<file path="config.mk">
export PLATFORM = sky130hd
export DESIGN_NAME = dfsr_slot_ram
export DESIGN_NICKNAME = d
export VERILOG_FILES = /design/src/hw/rtl/dfsr_pkg.sv /design/src/hw/rtl/dfsr_slot_ram.sv
export SDC_FILE = /design/constraint.sdc
export NUM_CORES = 2
export LEC_CHECK = 0
export BUFFER_PORTS_ARGS = -buffer_cell sky130_fd_sc_hd__buf_2
export CORE_MARGIN = 1
export CORE_UTILIZATION = 60
export DETAILED_ROUTE_END_ITERATION = 7
export PLACE_DENSITY = 0.82
export SLEW_MARGIN = 30
export SYNTH_ARGS = -nofsm -noshare
export SYNTH_HDL_FRONTEND = slang
export SYNTH_SLANG_ARGS = --single-unit
</file>
<file path="constraint.sdc">
create_clock -name i_clk -period 7.8 [get_ports i_clk]
set_input_delay 1.17 -clock i_clk [delete_from_list [all_inputs] [get_ports i_clk]]
set_output_delay 1.17 -clock i_clk [all_outputs]
set_load 0.02 [all_outputs]
</file>
<file path="src/hw/rtl/dfsr_pkg.sv">
// Package with the shared types and constants of the dual-feed sequence reorder block.
package dfsr_pkg;

    localparam int SLOTS = 32;
    localparam int IDX_W = (SLOTS > 1) ? $clog2(SLOTS) : 1;
    localparam int CNT_W = $clog2(SLOTS + 1);
    localparam int WIN_W = 7;
    localparam logic [5:0] WINDOW_RESET = 6'd32;

    localparam logic [1:0] ST_HEALTHY = 2'd0;
    localparam logic [1:0] ST_GAP     = 2'd1;
    localparam logic [1:0] ST_STALE   = 2'd2;
    localparam logic [1:0] ST_RECOVER = 2'd3;

    localparam logic CMD_EVENT    = 1'b0;
    localparam logic CMD_SNAPSHOT = 1'b1;

    typedef struct packed {
        logic        cmd;
        logic [31:0] session_id;
        logic        channel;
        logic [63:0] event_seq;
        logic [7:0]  event_type;
        logic [31:0] payload_ref;
        logic        last_in_packet;
    } t_in_item;

    typedef struct packed {
        logic        has_event;
        logic [63:0] out_seq;
        logic [7:0]  out_type;
        logic [31:0] out_payload_ref;
        logic        out_channel;
        logic [1:0]  feed_state;
        logic [63:0] gap_first;
        logic [63:0] gap_bound;
        logic        last;
    } t_out_item;

    typedef struct packed {
        logic [63:0] seq;
        logic [7:0]  typ;
        logic [31:0] pay;
        logic        feed;
    } t_slot;

endpackage

</file>
<file path="src/hw/rtl/dfsr_slot_ram.sv">
// Slot storage: one write port and one registered read port.
module dfsr_slot_ram import dfsr_pkg::*; (
    input  logic             i_clk,
    input  logic             i_we,
    input  logic [IDX_W-1:0] i_waddr,
    input  t_slot            i_wdata,
    input  logic [IDX_W-1:0] i_raddr,
    output t_slot            o_rdata
);

    t_slot r_mem [SLOTS];
    t_slot r_q;

    always_ff @(posedge i_clk) begin
        if (i_we) begin
            r_mem[i_waddr] <= i_wdata;
        end
        r_q <= r_mem[i_raddr];
    end

    assign o_rdata = r_q;

endmodule

</file>
After elaboration in Yosys (flattened, before gate mapping)
Memories as Yosys holds them, arrays and structs flattened. A register that Yosys moved wholly into a read port is not among the register bits.
Cells that the tools add are included.
{ "totals": {"wordCells": 3, "mem_bits_rw": 3360, "n_memories": 1, "in_bits": 117, "regBits": 0, "out_inout_bits": 105} }
{ "op_classes": {"n_mux": 2} }
{ "memory_table": {"columns": ["name", "words", "width", "read_ports", "rd_clocked_by_memory_dff", "write_ports", "line_no", "rtl"], "rows": [
  ["r_mem", 32, 105, 1, 1, 1, "dfsr_slot_ram.sv:11", "t_slot r_mem [SLOTS];"]
]} }
{ "op_table": {"columns": ["operator", "count"], "rows": [
  ["$mux 1", 2]
]} }

Depth between registers and ports, before layout
{ "depth": {"word_depth": 2, "mapped_depth": 9, "depth_no_buf": 4} }

Least setup slack after synthesis
No wires, ideal clock.
{ "synth_timing": {"path_type": "input -> register", "startpoint": "input i_waddr[1]", "endpoint": "memory r_mem[12][0] in the netlist's numbering, enable pin", "required_ns": 7.230, "path_buffers": 1, "stages": 3, "setup_slack_ns": 1.029, "arrival_ns": 6.201, "path_cell_list": "or3b_2 clkbuf_1 nor2_1"} }
{ "synth_lines": {"columns": ["item", "line_no", "rtl"], "rows": [
  ["from (decl)", "dfsr_slot_ram.sv:5", "input logic [IDX_W-1:0] i_waddr,"],
  ["to (decl)", "dfsr_slot_ram.sv:11", null]
]} }
No word-level cell before the write port.

Final worst setup path
{ "layout_timing": {"startpoint": "input i_waddr[1]", "endpoint": "memory r_mem[25][96] in the netlist's numbering, enable pin"} }
No word-level cell before the write port.

==> metrics.cfg <==
[clock_network]
clockBufferDepth = 4
cts_hold_buf = 0
cts_setup_buffers = 0
h-tree-depth = 5
cts.repair.resized = 0
cts_root_buffer = clkbuf_16
cts_tree = built
clkLatencyLatePin_ns = 0.96
path_clk_slew_ns = 0.06
cts_sinks = 3465
cts_buffers = 331

[timing]
finalSetupTns_ns = 0
rsz0062_at_grt = no
tightest_slew_ns = 1.10
fin_crit_sh = 0.446
setup_violations = 0
layout_min_cycle_time_ns = 3.48
holdWs_ns = 0.671
max-slew-margin-rel = 0.266
finalClockSkew_ns = 0.0579
max_clock_freq_mhz = 287
final-max-slew-violation-count = 0
hold_viol = 0

[critical_path]
critPathArrivalTime_ns = 4.02
cp_slowest_cell = buf_4
cp_max_fo = 39
path_class = input pin to flip-flop
end_kind = flip-flop
cp_cell_sequence = buf_2, nand3b_1, nor2_4, buf_4, buf_4
required_ns = 8.34
reg2reg_depth = 3
critical-path-max-stage-delay_ns = 0.90
cp_common_cell = buf_4
startpoint_type = input pin

[floorplanning]
design.portCount = 222
core_area_sq_um = 215000
start_util = 0.604
fp.dieH_um = 467
die_w_um = 467
rows = 170
dieArea_sq_um = 218000

[synth]
async_flop_share = 0
syn-num-nets = 6238
synth.distinct_cells = 33
syn_inst = 6121
yosysWarnings = 0
ys_ff_latch = 3465
syn-cell-area_sq_um = 130000
postSynthAreaPerCell_sq_um = 21.2
yosysSeqAreaShare = 0.794
synthFlopType = edfxtp_1
synth_edf_count = 3360

[drt]
dr_total_vias = 68300
wl_per_cell_um = 36.0
viasPerCell = 7.11
drtAntennaViolNets = 0
drtIter0Drc = 11200
drt-total-wl_mm = 346
drcViolationCount = 0
drt-pass1-iter-count = 6

[power_and_ir_drop]
total_leakage_power_nw = 47.8
ir_worst_vdd_v = 0.000239
cellPowerDensity_nw_per_um2 = 264

[place]
place_area_sq_um = 135000
portBuffers = 221
dp_hpwl_mm = 157
gp_congestion = 0.767

[layout]
syn_to_final_growth_pct = 12.1
num-fill-cells = 12400
drive_above_1_share = 0.195
final_cell_area_sq_um = 145000
layout.nets = 6597

[grt]
gr-usage-met1 = 0.402
grt_overflow = 0
antenna_found_initial = 49
busiest_layer = met2
grt_pass1_vias = 68200
grt_pass1_wl_mm = 483
grt_usage = 0.315
grt_use_met2 = 0.511
grt_max_degree = 133
grtUsageMet3 = 0.0649

[run]
maxCapViolCount = 0

[worst_hold_path]
hp-class = flip-flop to flip-flop
hold_depth = 4

[status]
status = completed

==> worst max-delay path: cells and delay by family <==
family / cells / cell delay (ns)
AND/OR/NAND/NOR: 2 / 0.94
buffers and inverters: 3 / 1.80
==> state kept, by name (all words and copies together), names as in the netlist <==
name / cells
r_mem: 3360
o_rdata: 105
==> metrics by stage <==
stage / worst slack [ns] / instances / util / power (mW)
final: 4.32 / 9595 / 0.678 / 38.4
after CTS: 4.47 / 9564 / 0.676 / 38.4
after detailed placement: 3.50 / 8977 / 0.628 / 23.0
after floorplan: 1.03 / 6121 / - / 22.2
after global routing: 4.31 / 9580 / 0.677 / 39.1
after global placement: 3.56 / 8963 / 0.626 / 22.9
==> cell usage after synthesis, types with 14 or more instances <==
cell type	n	area, sq um
edfxtp_1	3360	101000
buf_1	15	56.3
buf_6	28	315
nand4_1	47	294
a22oi_1	555	4170
buf_2	121	606
dfxtp_1	105	2100
nand2_1	14	52.6
a22o_1	58	508
buf_4	40	300
clkbuf_1	141	529
nand3_1	212	1060
nor2_1	43	161
mux2i_1	840	8410
a31oi_1	58	363
nor2b_1	15	93.8
mux4_2	420	9460
==> cell usage in the layout (no fill, tap or decap), types with 3 or more instances in the layout <==
| master | instances |
|---|---|
| buf_6 | 5 |
| a21oi_1 | 11 |
| clkinv_1 | 46 |
| clkbuf_16 | 339 |
| buf_4 | 93 |
| a22o_1 | 58 |
| nor2_1 | 5 |
| clkbuf_1 | 83 |
| nand3_1 | 212 |
| nand2_1 | 14 |
| nor2b_4 | 7 |
| mux4_2 | 420 |
| a31oi_1 | 58 |
| and2_1 | 7 |
| clkbuf_8 | 20 |
| nor2b_1 | 3 |
| mux2i_1 | 840 |
| bufinv_16 | 24 |
| clkinvlp_4 | 6 |
| clkinv_2 | 57 |
| nor2b_2 | 5 |
| buf_16 | 22 |
| buf_2 | 217 |
| nor2_4 | 39 |
| dfxtp_1 | 105 |
| buf_12 | 34 |
| a22oi_1 | 555 |
| a32oi_1 | 6 |
| diode_2 | 23 |
| clkinv_4 | 3 |
| edfxtp_1 | 3360 |
| nand3b_1 | 5 |
| nand4_1 | 47 |
| nor3_1 | 3 |
| inv_6 | 6 |
==> final cells by class <==
type | count | area [sq um] | area share
clock inverter | 145 | 1350 | 0.00926
sequential | 3465 | 103000 | 0.708
clock buffer | 442 | 9070 | 0.0624
inverter | 1 | 3.75 | 0.0000258
tap | 2838 | 3550 | 0.0244
multi-input combinational | 2308 | 25200 | 0.174
timing repair buffer | 373 | 3160 | 0.0217
antenna | 23 | 57.6 | 0.000396
==> power breakdown <==
group          leakage, nW  total [mW]  internal [mW]  switching (mW)
Sequential            31.2        20.8           20.7           0.150
Combinational         11.5        1.84          0.615            1.22
Clock                 5.11        15.7           8.96            6.72
Total                 47.8        38.4           30.3            8.09
==> routing by layer <==
metal	share of wire	wire length (um)
met5	0.00064	221
met4	0.054	18800
met3	0.12	41900
met2	0.49	169000
met1	0.34	116000
==> cell families after synthesis <==
family,synth area share
and+or+nand+nor,0.0143
AOI/OAI and AO/OA,0.0397
muxes,0.138
buffers and inverters,0.0141
DFF,0.794
==> worst paths after layout <==
path | end | slack, ns | start
max reg2reg | o_rdata[9] | 6.08 | r_mem[2][9]
min | o_rdata[18] | 0.67 | r_mem[21][18]
min reg2reg | o_rdata[18] | 0.67 | r_mem[21][18]
max | r_mem[25][96] | 4.32 | i_waddr[1]
Note: power is estimated with default switching activity, not from simulation.
